## config.mk

```make
export PLATFORM = sky130hd
export DESIGN_NAME = sha256_byte_stream_hasher_core
export DESIGN_NICKNAME = d
export VERILOG_FILES = /design/src/rtl/sha256_pkg.sv /design/src/rtl/sha256_dp.sv /design/src/rtl/sha256_ctrl.sv /design/src/rtl/sha256_byte_stream_hasher_core.sv
export VERILOG_INCLUDE_DIRS = /design/src /design/src/rtl
export SDC_FILE = /design/constraint.sdc
export NUM_CORES = 2
export LEC_CHECK = 0
export ABC_AREA = 1
export BUFFER_PORTS_ARGS = -buffer_cell sky130_fd_sc_hd__buf_2
export CORE_MARGIN = 1.5
export CORE_UTILIZATION = 51
export CTS_BUF_LIST = sky130_fd_sc_hd__clkbuf_8 sky130_fd_sc_hd__clkbuf_16
export CTS_CLUSTER_DIAMETER = 120
export CTS_CLUSTER_SIZE = 28
export DETAILED_ROUTE_END_ITERATION = 6
export PLACE_DENSITY = 0.71
export SLEW_MARGIN = 15
export SYNTH_ARGS = -nofsm -noshare
export SYNTH_HDL_FRONTEND = slang
export SYNTH_HIERARCHICAL = 1
export SYNTH_SLANG_ARGS = --single-unit
```

## constraint.sdc

```tcl
create_clock -name clk -period 24.4 [get_ports clk]
set_input_delay 4.88 -clock clk [delete_from_list [all_inputs] [get_ports clk]]
set_output_delay 4.88 -clock clk [all_outputs]
set_load 0.05 [all_outputs]
```

## src/rtl/sha256_byte_stream_hasher_core_assert.svh

```systemverilog
// Assertion macros for the SHA-256 byte stream hasher.
// Depends on nothing; included by the modules that carry assertions.
`ifndef SHA256_BYTE_STREAM_HASHER_CORE_ASSERT_SVH
`define SHA256_BYTE_STREAM_HASHER_CORE_ASSERT_SVH

// Same-cycle implication, disabled during reset.
`define SHA_ASSERT_IMPL(label, clk, rst_n, ante, cons, msg) \
  label: assert property (@(posedge clk) disable iff (!rst_n) (ante) |-> (cons)) \
    else $error(msg);

// Next-cycle implication, disabled during reset.
`define SHA_ASSERT_NEXT(label, clk, rst_n, ante, cons, msg) \
  label: assert property (@(posedge clk) disable iff (!rst_n) (ante) |=> (cons)) \
    else $error(msg);

`endif

```

## src/rtl/sha256_pkg.sv

```systemverilog
// Shared types, constants and round functions of the SHA-256 hasher.
// Depends on nothing; used by the controller, datapath and top level.
package sha256_pkg;

  localparam int ROUNDS    = 64;
  localparam int RND_W     = $clog2(ROUNDS);
  localparam int BLK_BYTES = 64;
  localparam int POS_W     = $clog2(BLK_BYTES);
  localparam int CNT_W     = 61;
  localparam int LEN_W     = 64;
  localparam int DIG_W     = 256;
  localparam int BLK_W     = 512;

  localparam logic [7:0]       PAD_BYTE = 8'h80;
  localparam logic [POS_W-1:0] LEN_POS  = POS_W'(56);
  localparam logic [POS_W-1:0] LAST_POS = POS_W'(BLK_BYTES - 1);
  localparam logic [RND_W-1:0] LAST_RND = RND_W'(ROUNDS - 1);

  localparam logic [31:0] K_TAB [ROUNDS] = '{
    32'h428a2f98, 32'h71374491, 32'hb5c0fbcf, 32'he9b5dba5,
    32'h3956c25b, 32'h59f111f1, 32'h923f82a4, 32'hab1c5ed5,
    32'hd807aa98, 32'h12835b01, 32'h243185be, 32'h550c7dc3,
    32'h72be5d74, 32'h80deb1fe, 32'h9bdc06a7, 32'hc19bf174,
    32'he49b69c1, 32'hefbe4786, 32'h0fc19dc6, 32'h240ca1cc,
    32'h2de92c6f, 32'h4a7484aa, 32'h5cb0a9dc, 32'h76f988da,
    32'h983e5152, 32'ha831c66d, 32'hb00327c8, 32'hbf597fc7,
    32'hc6e00bf3, 32'hd5a79147, 32'h06ca6351, 32'h14292967,
    32'h27b70a85, 32'h2e1b2138, 32'h4d2c6dfc, 32'h53380d13,
    32'h650a7354, 32'h766a0abb, 32'h81c2c92e, 32'h92722c85,
    32'ha2bfe8a1, 32'ha81a664b, 32'hc24b8b70, 32'hc76c51a3,
    32'hd192e819, 32'hd6990624, 32'hf40e3585, 32'h106aa070,
    32'h19a4c116, 32'h1e376c08, 32'h2748774c, 32'h34b0bcb5,
    32'h391c0cb3, 32'h4ed8aa4a, 32'h5b9cca4f, 32'h682e6ff3,
    32'h748f82ee, 32'h78a5636f, 32'h84c87814, 32'h8cc70208,
    32'h90befffa, 32'ha4506ceb, 32'hbef9a3f7, 32'hc67178f2
  };

  localparam logic [31:0] H_INIT [8] = '{
    32'h6a09e667, 32'hbb67ae85, 32'h3c6ef372, 32'ha54ff53a,
    32'h510e527f, 32'h9b05688c, 32'h1f83d9ab, 32'h5be0cd19
  };

  // Source of the byte shifted into the block window.
  typedef enum logic [1:0] {
    SRC_IN   = 2'd0,
    SRC_PAD  = 2'd1,
    SRC_ZERO = 2'd2,
    SRC_LEN  = 2'd3
  } src_t;

  typedef struct packed {
    logic shift_en;   // shift one byte into the window
    src_t src;
    logic cnt_inc;    // count a message byte
    logic len_load;   // capture bit length, clear byte count
    logic blk_start;  // load working vars, clear round counter
    logic round_en;   // run one compression round
    logic chain_add;  // fold working vars into chain words
    logic emit;       // load output register, restore initial chain
  } dp_cmd_t;

  typedef struct packed {
    logic fpos_last;  // next byte fills the block
    logic fpos_len;   // block position where the length starts
    logic round_last;
    logic out_busy;   // output register holds an untaken digest
  } dp_sts_t;

  function automatic logic [31:0] rotr(input logic [31:0] x, input int n);
    rotr = (x >> n) | (x << (32 - n));
  endfunction

  function automatic logic [31:0] big_sigma0(input logic [31:0] x);
    big_sigma0 = rotr(x, 2) ^ rotr(x, 13) ^ rotr(x, 22);
  endfunction

  function automatic logic [31:0] big_sigma1(input logic [31:0] x);
    big_sigma1 = rotr(x, 6) ^ rotr(x, 11) ^ rotr(x, 25);
  endfunction

  function automatic logic [31:0] small_sigma0(input logic [31:0] x);
    small_sigma0 = rotr(x, 7) ^ rotr(x, 18) ^ (x >> 3);
  endfunction

  function automatic logic [31:0] small_sigma1(input logic [31:0] x);
    small_sigma1 = rotr(x, 17) ^ rotr(x, 19) ^ (x >> 10);
  endfunction

endpackage

```

## src/rtl/sha256_dp.sv

```systemverilog
// Datapath of the SHA-256 hasher: block window, schedule, round unit, chain and output.
// Depends on sha256_pkg; driven by sha256_ctrl through dp_cmd_t.
module sha256_dp (
  input  logic                              clk,
  input  logic                              rst_n,
  input  sha256_pkg::dp_cmd_t               cmd,
  output sha256_pkg::dp_sts_t               sts,
  input  logic [7:0]                        in_byte,
  output logic                              out_valid,
  input  logic                              out_ready,
  output logic [sha256_pkg::DIG_W-1:0]      out_data
);

  logic [sha256_pkg::BLK_W-1:0] win_r, win_nxt;
  logic [sha256_pkg::POS_W-1:0] fpos_r, fpos_nxt;
  logic [sha256_pkg::CNT_W-1:0] cnt_r, cnt_nxt;
  logic [sha256_pkg::LEN_W-1:0] len_r, len_nxt;
  logic [sha256_pkg::RND_W-1:0] rnd_r, rnd_nxt;
  logic [31:0]                  work_r [8];
  logic [31:0]                  work_nxt [8];
  logic [31:0]                  chain_r [8];
  logic [31:0]                  chain_nxt [8];
  logic [sha256_pkg::DIG_W-1:0] out_r, out_nxt;
  logic                         out_valid_r, out_valid_nxt;

  logic [7:0]  shift_byte;
  logic [31:0] w0, w1, w9, w14, w_new;
  logic [31:0] t1, t2, ch, maj;

  // Window holds W[t] .. W[t+15], W[t] in the top word.
  assign w0  = win_r[511:480];
  assign w1  = win_r[479:448];
  assign w9  = win_r[223:192];
  assign w14 = win_r[63:32];
  assign w_new = w0 + sha256_pkg::small_sigma0(w1) + w9 + sha256_pkg::small_sigma1(w14);

  assign ch  = (work_r[4] & work_r[5]) ^ (~work_r[4] & work_r[6]);
  assign maj = (work_r[0] & work_r[1]) ^ (work_r[0] & work_r[2]) ^ (work_r[1] & work_r[2]);
  assign t1  = work_r[7] + sha256_pkg::big_sigma1(work_r[4]) + ch
               + sha256_pkg::K_TAB[rnd_r] + w0;
  assign t2  = sha256_pkg::big_sigma0(work_r[0]) + maj;

  always_comb begin
    unique case (cmd.src)
      sha256_pkg::SRC_IN:   shift_byte = in_byte;
      sha256_pkg::SRC_PAD:  shift_byte = sha256_pkg::PAD_BYTE;
      sha256_pkg::SRC_ZERO: shift_byte = 8'h00;
      sha256_pkg::SRC_LEN:  shift_byte = len_r[63:56];
      default:              shift_byte = 8'h00;
    endcase
  end

  always_comb begin
    win_nxt       = win_r;
    fpos_nxt      = fpos_r;
    cnt_nxt       = cnt_r;
    len_nxt       = len_r;
    rnd_nxt       = rnd_r;
    work_nxt      = work_r;
    chain_nxt     = chain_r;
    out_nxt       = out_r;
    out_valid_nxt = out_valid_r && !out_ready;

    if (cmd.shift_en) begin
      win_nxt  = {win_r[503:0], shift_byte};
      fpos_nxt = fpos_r + 1'b1;
      if (cmd.src == sha256_pkg::SRC_LEN) begin
        len_nxt = {len_r[55:0], 8'h00};
      end
    end
    if (cmd.cnt_inc) begin
      cnt_nxt = cnt_r + 1'b1;
    end
    if (cmd.len_load) begin
      len_nxt = {cnt_r, 3'b000};
      cnt_nxt = '0;
    end
    if (cmd.blk_start) begin
      work_nxt = chain_r;
      rnd_nxt  = '0;
    end
    if (cmd.round_en) begin
      win_nxt     = {win_r[479:0], w_new};
      rnd_nxt     = rnd_r + 1'b1;
      work_nxt[7] = work_r[6];
      work_nxt[6] = work_r[5];
      work_nxt[5] = work_r[4];
      work_nxt[4] = work_r[3] + t1;
      work_nxt[3] = work_r[2];
      work_nxt[2] = work_r[1];
      work_nxt[1] = work_r[0];
      work_nxt[0] = t1 + t2;
    end
    if (cmd.chain_add) begin
      for (int i = 0; i < 8; i++) begin
        chain_nxt[i] = chain_r[i] + work_r[i];
      end
    end
    if (cmd.emit) begin
      for (int i = 0; i < 8; i++) begin
        out_nxt[32*i +: 32] = chain_r[i];
      end
      chain_nxt     = sha256_pkg::H_INIT;
      out_valid_nxt = 1'b1;
    end
  end

  always_ff @(posedge clk) begin
    if (!rst_n) begin
      fpos_r      <= '0;
      cnt_r       <= '0;
      chain_r     <= sha256_pkg::H_INIT;
      out_valid_r <= 1'b0;
    end else begin
      fpos_r      <= fpos_nxt;
      cnt_r       <= cnt_nxt;
      chain_r     <= chain_nxt;
      out_valid_r <= out_valid_nxt;
    end
  end

  always_ff @(posedge clk) begin
    win_r  <= win_nxt;
    len_r  <= len_nxt;
    rnd_r  <= rnd_nxt;
    work_r <= work_nxt;
    out_r  <= out_nxt;
  end

  assign sts.fpos_last  = (fpos_r == sha256_pkg::LAST_POS);
  assign sts.fpos_len   = (fpos_r == sha256_pkg::LEN_POS);
  assign sts.round_last = (rnd_r == sha256_pkg::LAST_RND);
  assign sts.out_busy   = out_valid_r && !out_ready;

  assign out_valid = out_valid_r;
  assign out_data  = out_r;

endmodule

```

## src/rtl/sha256_ctrl.sv

```systemverilog
// Controller of the SHA-256 hasher: intake, padding sequence, compression, emit.
// Depends on sha256_pkg and the assertion header; drives sha256_dp.
`include "sha256_byte_stream_hasher_core_assert.svh"

module sha256_ctrl (
  input  logic                clk,
  input  logic                rst_n,
  input  logic                in_tvalid,
  input  logic                in_tuser,
  input  logic                in_tlast,
  output logic                in_tready,
  output sha256_pkg::dp_cmd_t cmd,
  input  sha256_pkg::dp_sts_t sts
);

  typedef enum logic [6:0] {
    ST_IDLE  = 7'b0000001,
    ST_PAD80 = 7'b0000010,
    ST_PADZ  = 7'b0000100,
    ST_PADL  = 7'b0001000,
    ST_COMP  = 7'b0010000,
    ST_ADD   = 7'b0100000,
    ST_EMIT  = 7'b1000000
  } state_t;

  state_t state_r, state_nxt;
  state_t ret_r, ret_nxt;

  always_comb begin
    cmd       = '0;
    state_nxt = state_r;
    ret_nxt   = ret_r;
    in_tready = (state_r == ST_IDLE);

    unique case (state_r)
      ST_IDLE: begin
        if (in_tvalid) begin
          if (in_tuser) begin
            cmd.shift_en = 1'b1;
            cmd.src      = sha256_pkg::SRC_IN;
            cmd.cnt_inc  = 1'b1;
            if (sts.fpos_last) begin
              cmd.blk_start = 1'b1;
              state_nxt     = ST_COMP;
              ret_nxt       = in_tlast ? ST_PAD80 : ST_IDLE;
            end else if (in_tlast) begin
              state_nxt = ST_PAD80;
            end
          end else if (in_tlast) begin
            state_nxt = ST_PAD80;
          end
        end
      end
      ST_PAD80: begin
        cmd.shift_en = 1'b1;
        cmd.src      = sha256_pkg::SRC_PAD;
        cmd.len_load = 1'b1;
        if (sts.fpos_last) begin
          cmd.blk_start = 1'b1;
          state_nxt     = ST_COMP;
          ret_nxt       = ST_PADZ;
        end else begin
          state_nxt = ST_PADZ;
        end
      end
      ST_PADZ: begin
        // Position 56 is reached only in the block that takes the length.
        if (sts.fpos_len) begin
          state_nxt = ST_PADL;
        end else begin
          cmd.shift_en = 1'b1;
          cmd.src      = sha256_pkg::SRC_ZERO;
          if (sts.fpos_last) begin
            cmd.blk_start = 1'b1;
            state_nxt     = ST_COMP;
            ret_nxt       = ST_PADZ;
          end
        end
      end
      ST_PADL: begin
        cmd.shift_en = 1'b1;
        cmd.src      = sha256_pkg::SRC_LEN;
        if (sts.fpos_last) begin
          cmd.blk_start = 1'b1;
          state_nxt     = ST_COMP;
          ret_nxt       = ST_EMIT;
        end
      end
      ST_COMP: begin
        cmd.round_en = 1'b1;
        if (sts.round_last) begin
          state_nxt = ST_ADD;
        end
      end
      ST_ADD: begin
        cmd.chain_add = 1'b1;
        state_nxt     = ret_r;
      end
      ST_EMIT: begin
        if (!sts.out_busy) begin
          cmd.emit  = 1'b1;
          state_nxt = ST_IDLE;
        end
      end
      default: begin
        state_nxt = ST_IDLE;
      end
    endcase
  end

  always_ff @(posedge clk) begin
    if (!rst_n) begin
      state_r <= ST_IDLE;
      ret_r   <= ST_IDLE;
    end else begin
      state_r <= state_nxt;
      ret_r   <= ret_nxt;
    end
  end

  `SHA_ASSERT_IMPL(a_no_intake_in_round, clk, rst_n, in_tready, !cmd.round_en, "intake during round")
  `SHA_ASSERT_IMPL(a_emit_free, clk, rst_n, cmd.emit, !sts.out_busy, "digest overwritten")
  `SHA_ASSERT_NEXT(a_add_after_rounds, clk, rst_n, cmd.round_en && sts.round_last,
                   cmd.chain_add, "chain add missing")

endmodule

```

## src/rtl/sha256_byte_stream_hasher_core.sv

```systemverilog
// Top level of the SHA-256 byte stream hasher: streaming ports around controller and datapath.
// Depends on sha256_pkg, sha256_ctrl and sha256_dp.
//
//  channel | direction | transaction carries
//  --------+-----------+----------------------------------------------------
//  in_     | slave     | one message byte (tdata), byte-present flag (tuser),
//          |           | end of message (tlast)
//  out_    | master    | 256-bit digest, digest_word_0 in the lowest bits
//
// Sequence: a message byte is taken while in_tready is high; the byte that completes a
// 64-byte block starts a compression: the rounds on the single round unit, then a chain add.
// End of message adds byte-wise padding, one or two compressions and an emit before
// in_tready returns.
// Reset: synchronous active low; restores the initial chain and clears the byte count.
// Stalls: in_tready drops while padding, compressing, or holding a digest for a busy output.
module sha256_byte_stream_hasher_core (
  input  logic                         clk,
  input  logic                         rst_n,
  // Input stream
  input  logic                         in_tvalid,
  output logic                         in_tready,
  input  logic [7:0]                   in_tdata,   // [7:0] data_byte
  input  logic                         in_tuser,   // [0] has_byte
  input  logic                         in_tlast,   // last
  // Digest stream
  output logic                         out_tvalid,
  input  logic                         out_tready,
  output logic [sha256_pkg::DIG_W-1:0] out_tdata   // digest_word_0 [31:0] .. digest_word_7 [255:224]
);

  sha256_pkg::dp_cmd_t cmd;
  sha256_pkg::dp_sts_t sts;

  // Sequence intake, padding and compression.
  sha256_ctrl u_ctrl (
    .clk       (clk),
    .rst_n     (rst_n),
    .in_tvalid (in_tvalid),
    .in_tuser  (in_tuser),
    .in_tlast  (in_tlast),
    .in_tready (in_tready),
    .cmd       (cmd),
    .sts       (sts)
  );

  // Hold the block window, round state, chain words and the output register.
  sha256_dp u_dp (
    .clk       (clk),
    .rst_n     (rst_n),
    .cmd       (cmd),
    .sts       (sts),
    .in_byte   (in_tdata),
    .out_valid (out_tvalid),
    .out_ready (out_tready),
    .out_data  (out_tdata)
  );

endmodule
```

; Word-level counts from Yosys, hierarchy flattened
; Memories as Yosys holds them, arrays and structs flattened.
; Cells that the tools add are included.
[word_totals]
out_inout_bits = 258
regBits = 1429
romBits = 2048
word_cells = 157
inputBits = 14
memories = 1
[mem_list]
columns = name, depth, word_bits, read_ports, rd_clocked_by_memory_dff, wr, line_no
row1 = (name not given), 64, 32, 1, 0, 0, sha256_dp.sv:40  ; + sha256_pkg::K_TAB[rnd_r] + w0;
[classes]
bitwise_logic = 29
mux = 46
reduce_logical = 14
n_eq_ne = 20
order_cmp = 1
add_sub_neg = 21
[ops]
columns = cell, n
row1 = two-way mux 512 bit, 2
row2 = adder 32 bit, 18
row3 = two-way mux 256 bit, 2
row4 = bitwise XOR 32 bit, 9
row5 = two-way mux 64 bit, 3
row6 = AND 32 bit, 5
row7 = two-way mux 7 bit, 14
row8 = two-way mux 32 bit, 2
row9 = adder 61 x 1 -> 61 bit (second input constant), 1
row10 = one-hot mux 7 bit (7 select lines), 1
row11 = NOT 32 bit, 1
row12 = OR 10 x 32 -> 32 bit, 1
row13 = OR 13 x 32 -> 32 bit, 1
row14 = OR 14 x 32 -> 32 bit, 1
row15 = OR 15 x 32 -> 32 bit, 1
row16 = OR 19 x 32 -> 32 bit, 1
row17 = OR 21 x 32 -> 32 bit, 1
row18 = OR 25 x 32 -> 32 bit, 1
row19 = OR 26 x 32 -> 32 bit, 1
row20 = OR 30 x 32 -> 32 bit, 1
row21 = OR 7 x 32 -> 32 bit, 1
row22 = one-hot mux 8 bit (4 select lines), 1
row23 = bitwise XOR 32 x 22 -> 32 bit, 1
row24 = bitwise XOR 32 x 29 -> 32 bit, 1
row25 = other kinds (34), 60

; Logic depth before layout (Yosys ltp)
[logic_depth]
depth_word = 9
ltp_mapped = 40
mapped_depth_nobuf = 39

; Hierarchy
; The synthesis kept the hierarchy.
[modules_own_cells]
columns = mod, seq_area_each_um2, instances, area_each_um2, cells_per_inst
row1 = sha256_dp, 39247.6, 1, 87209.9, 10390
row2 = sha256_ctrl, 220.2, 1, 837.1, 142

; Worst setup path before layout
; OpenSTA, ideal clock, no wires.
[synth_timing]
path_type = in2reg
start = in out_tready
end = reg u_dp/chain_r[79] (netlist bit)
path_stages = 9
required_ns = 24.285
t_arrival_ns = 24.027
n_path_buf = 2
setup_time_ns = 0.115
setup_slack_ns = 0.257
cell_sequence = nor2_1 > nor3_1 > nor2_1 > inv_1 > clkbuf_1 > clkbuf_1 > a21oi_1 > o21ai_0 > inv_1
[synth_rtl]
columns = element, line_no
row1 = from (decl), sha256_byte_stream_hasher_core.sv:27  ; input logic out_tready,
row2 = to (signal assigned), sha256_dp.sv:112  ; chain_r <= sha256_pkg::H_INIT;
row3 = to (signal assigned), sha256_dp.sv:117  ; chain_r <= chain_nxt;
row4 = to (decl), sha256_dp.sv:21  ; logic [31:0] chain_r [8];

==> results.md <==
Setup path:
- The startpoint type of the worst setup path is a flop.
- The required time at the worst-slack endpoint is approximately 25 ns.
- The category of the worst setup path capture point is a flop.
- The reg-to-reg critical path endpoint is u_dp/work_r[245].
- The destination of the critical timing path is u_dp/work_r[245].
- The critical path contains buffers and inverters numbering 6 combined.
- The standard cell with the maximum stage delay on the critical path is edfxtp_1.
- The number of cells on the worst reg-to-reg path is 28.
- STA puts the critical path data arrival time at roughly 8.5 ns.
- The source of the critical timing path is u_dp/rnd_r[0].
- The most numerous cell type found on the critical path is inv_1.
- The worst setup path category is reg -> reg.
- The start of the worst register-to-register path is u_dp/rnd_r[0].
- In this run the worst path has a maximum fanout of 15.
- The critical path crosses 28 cells after its start point.
- The maximum single-stage delay on the critical path is about 0.7 ns.
- The kind of cell with the highest combined delay along the critical path is compound AO/OA/AOI/OAI gates.
- In this run the register-to-register setup slack is approximately 16 ns.

Clock tree:
- The number of sinks handled by clock tree synthesis is ~1400.
- The TritonCTS clock tree is yes.
- Post-CTS timing repair inserted 0 buffers for setup.
- The CTS clock-pin slew for the worst setup and hold paths is between 0.1 and 0.15 ns.
- The insertion delay of the later-clocked pin in the worst-skew pair is 0.81 ns.
- No sink is reached through more buffers than the 3 on the longest clock path.
- The number of hold buffers added after CTS was 0.
- The post-cts sizing count is 0.
- TritonCTS created slightly below 60 clock buffers.
- The library cell used as clock root buffer is clkbuf_16.
- The number of H-tree levels is 2.

Routing:
- The count of routing violations after the opening detailed-route iteration is 9043.
- The routed via count is between 70000 and 80000.
- In the routed layout, each cell is associated on average with a via count of approximately 5.8.
- The number of design rule violations left after detail routing is 0.
- After detailed routing, the average wire length per cell comes to 23.3 um.
- The post-route antenna net violation count is 0.
- For this block, the routed nets add up to around 300 mm of wire.
- The number of optimization iterations in the first detailed-route pass is 6.

Yosys:
- Among all flip-flop cells after synthesis, the most frequent one is edfxtp_1.
- The instance count of the mapped netlist is 10500.
- The per-instance average area after synthesis is around 8.4 um^2.
- The post-synthesis cell type count is between 70 and 80.
- During synthesis, Yosys emitted a total of 6 warnings.
- The proportion of synthesized flip-flops having asynchronous set or reset is 0.
- The synthesized design contains 1426 register bits.
- Counting flops with a built-in enable in the synthesized netlist gives around 1100.
- The synthesized netlist occupies a cell area of about 88000 um^2.
- For this run, the register share of the synthesized area comes to 0.448.
- The total nets after synthesis is 11100.

Timing:
- The routed design could run at a clock period as short as around 8.0 ns.
- The normalized max-slew margin is 0.155.
- The final hold violation count is 0.
- The fraction of the cycle the final worst path needs is 0.327.
- Setup repair after global routing left no endpoint under its margin.
- On the final layout, the worst clock skew is ~0.046 ns.
- Setup violations remaining at the end of the flow were counted as 0.
- The fmax is around 0.13 GHz.
- The number of max-slew violations in the final report is 0.
- For the pin with the worst max-slew slack, the measured transition is 1.27 ns.
- The worst hold slack is 0.477 ns.
- The final total negative setup slack is 0 ns.

Pwr:
- The analysis attributes to cell leakage a power of roughly 41 nW.
- The total power is 5.60 mW.
- VDD sags by at most ~0.064 mV.
- In this run the power density over the cells is approximately 60 nW/um^2.

Flow run:
- Across the run, the number of max-cap violations was 0.

Place:
- After legalization and detailed placement, the total HPWL measured 231 mm.
- The congestion estimate from routability-driven global placement came to 1.02.
- The count of buffers from port buffering is approximately 270.

Final layout:
- The share of post-route cells with drive strength above 1 is 0.0496.
- Leaving out fill and tap cells, the most frequent cell in the layout is nand2_1.
- The final cell utilization of the core is 0.543.
- Compared with the post-synthesis result, the final layout area differs by 5.78%.
- The number of nets in the layout is about 11000.
- Leaving out fill and tap cells, the most frequent cells in the layout are nand2_1 (2367), inv_1 (1494), o21ai_0 (1167), edfxtp_1 (1091), a21oi_1 (825).

Die:
- Pin placement for this block handled 272 I/O pins.
- From left edge to right edge, the die measures between 400 and 500 um.
- The starting utilization of the core area is 0.513.
- The placement row count is 152.
- Measured along the y axis, the die boundary spans around 420 um.
- The total area inside the core boundary comes to roughly 170000 um^2.
- The floorplan step defined a die boundary enclosing approximately 180000 um^2.

Global routing:
- The overall global routing resource usage is 0.334.
- The via count of the first global-routing pass is a little under 70000.
- The initial antenna violation count was 8.
- The first-pass GRT wire length is approximately 440 mm.
- After global routing the overflow that remains totals 0.
- Entering global routing, the biggest net connects 230 pins.

Min path:
- The worst hold path belongs to the class reg -> reg.
- The number of cells on the worst hold path is 0.

Outcome:
- The run finished with clean final reports.
[per-layer routing]
metal / GRT usage / routed length [um] / vias up
met5: 0 / 0 / -
met4: 0.146 / 15100 / 0
met3: 0.0386 / 23500 / 521
met2: 0.508 / 131000 / 3266
met1: 0.482 / 131000 / 35800
li1: - / - / 35100
[metrics by stage]
| stage | std cells | cell area (um^2) | setup WS (ns) |
|---|---|---|---|
| 6_report | 12900 | 93100 | 16.42 |
| 5_1_grt | 12900 | 93100 | 15.94 |
| 4_1_cts | 12900 | 93100 | 16.56 |
| 3_5_place_dp | 12800 | 91300 | 15.72 |
| 3_3_place_gp | 12800 | 91300 | 15.84 |
| 2_1_floorplan | 10500 | 88000 | 0.257 |
[worst min path at each step]
| stage | start | to | slack (ns) |
|---|---|---|---|
| 3_3_place_gp | u_ctrl/ret_r[0] | u_ctrl/ret_r[0] | 0.45 |
| 5_1_grt | u_ctrl/ret_r[0] | u_ctrl/ret_r[0] | 0.49 |
| 2_1_floorplan | u_ctrl/ret_r[0] | u_ctrl/ret_r[0] | 0.43 |
| 4_1_cts | u_ctrl/ret_r[6] | u_ctrl/state_r[6] | 0.48 |
| 3_5_place_dp | u_ctrl/ret_r[0] | u_ctrl/ret_r[0] | 0.45 |
| 6_report | u_dp/chain_r[171] | u_dp/out_data[75] | 0.48 |
[sequential cells by signal, summed over array words and instances, names as in the netlist, 6 cells and up]
register and cells:
u_dp/chain_r 256, u_ctrl/state_r 7, u_dp/win_r 512, u_dp/cnt_r 61, u_dp/fpos_r 6, u_dp/work_r 256, u_dp/rnd_r 6, u_dp/out_data 256
u_dp/len_r 61
[cell usage after synthesis (21+ instances only)]
cell	instances	area, um^2
a21boi_0	40	300
a21o_1	44	330
a21oi_1	825	4130
a31oi_1	56	350
buf_1	23	86.3
clkbuf_1	350	1310
dfxtp_1	335	6710
edfxtp_1	1091	32800
fa_1	195	3900
ha_1	400	5000
inv_1	1460	5480
mux2i_1	21	210
nand2_1	2368	8890
nand3_1	402	2010
nand4_1	101	632
nor2_1	644	2420
nor3_1	131	656
nor4_1	40	250
o211ai_1	30	225
o21a_1	21	158
o21ai_0	1168	5850
o21ai_1	28	140
o21bai_1	74	556
or2_2	49	307
xnor2_1	195	1710
xor2_1	221	1940
[power by group]
group	internal, mW	leakage [nW]	switching [mW]
Clock	0.475	1.03	0.799
Sequential	2.69	12.8	0.0531
Combinational	0.518	27.2	1.07
[kinds of logic (layout without fill, tap and decap cells)]
| family | Yosys count | count (layout) | synth area share |
|---|---|---|---|
| XOR/XNOR | 416 | 416 | 0.0414 |
| buffers and inverters | 1860 | 1904 | 0.0795 |
| AO/OA/AOI/OAI | 2402 | 2402 | 0.148 |
| flip-flops | 1426 | 1426 | 0.448 |
| other | 0 | 1 | 0 |
| multiplexers | 22 | 22 | 0.00252 |
| adder cells (fa/ha/maj) | 596 | 596 | 0.101 |
| AND/OR/NAND/NOR | 3810 | 3810 | 0.179 |
[final cells by class]
| cell class | count | area, um^2 |
|---|---|---|
| Timing Repair Buffer | 321 | 1770 |
| Clock buffer | 60 | 1500 |
| Tap cell | 2310 | 2890 |
| Clock inverter | 50 | 343 |
| Fill cell | 16300 | 78400 |
| Inverter | 1473 | 5550 |
| Sequential cell | 1426 | 39500 |
| Antenna cell | 1 | 2.50 |
| Multi-Input combinational cell | 7246 | 41600 |
(Power assumes the default switching activity.)
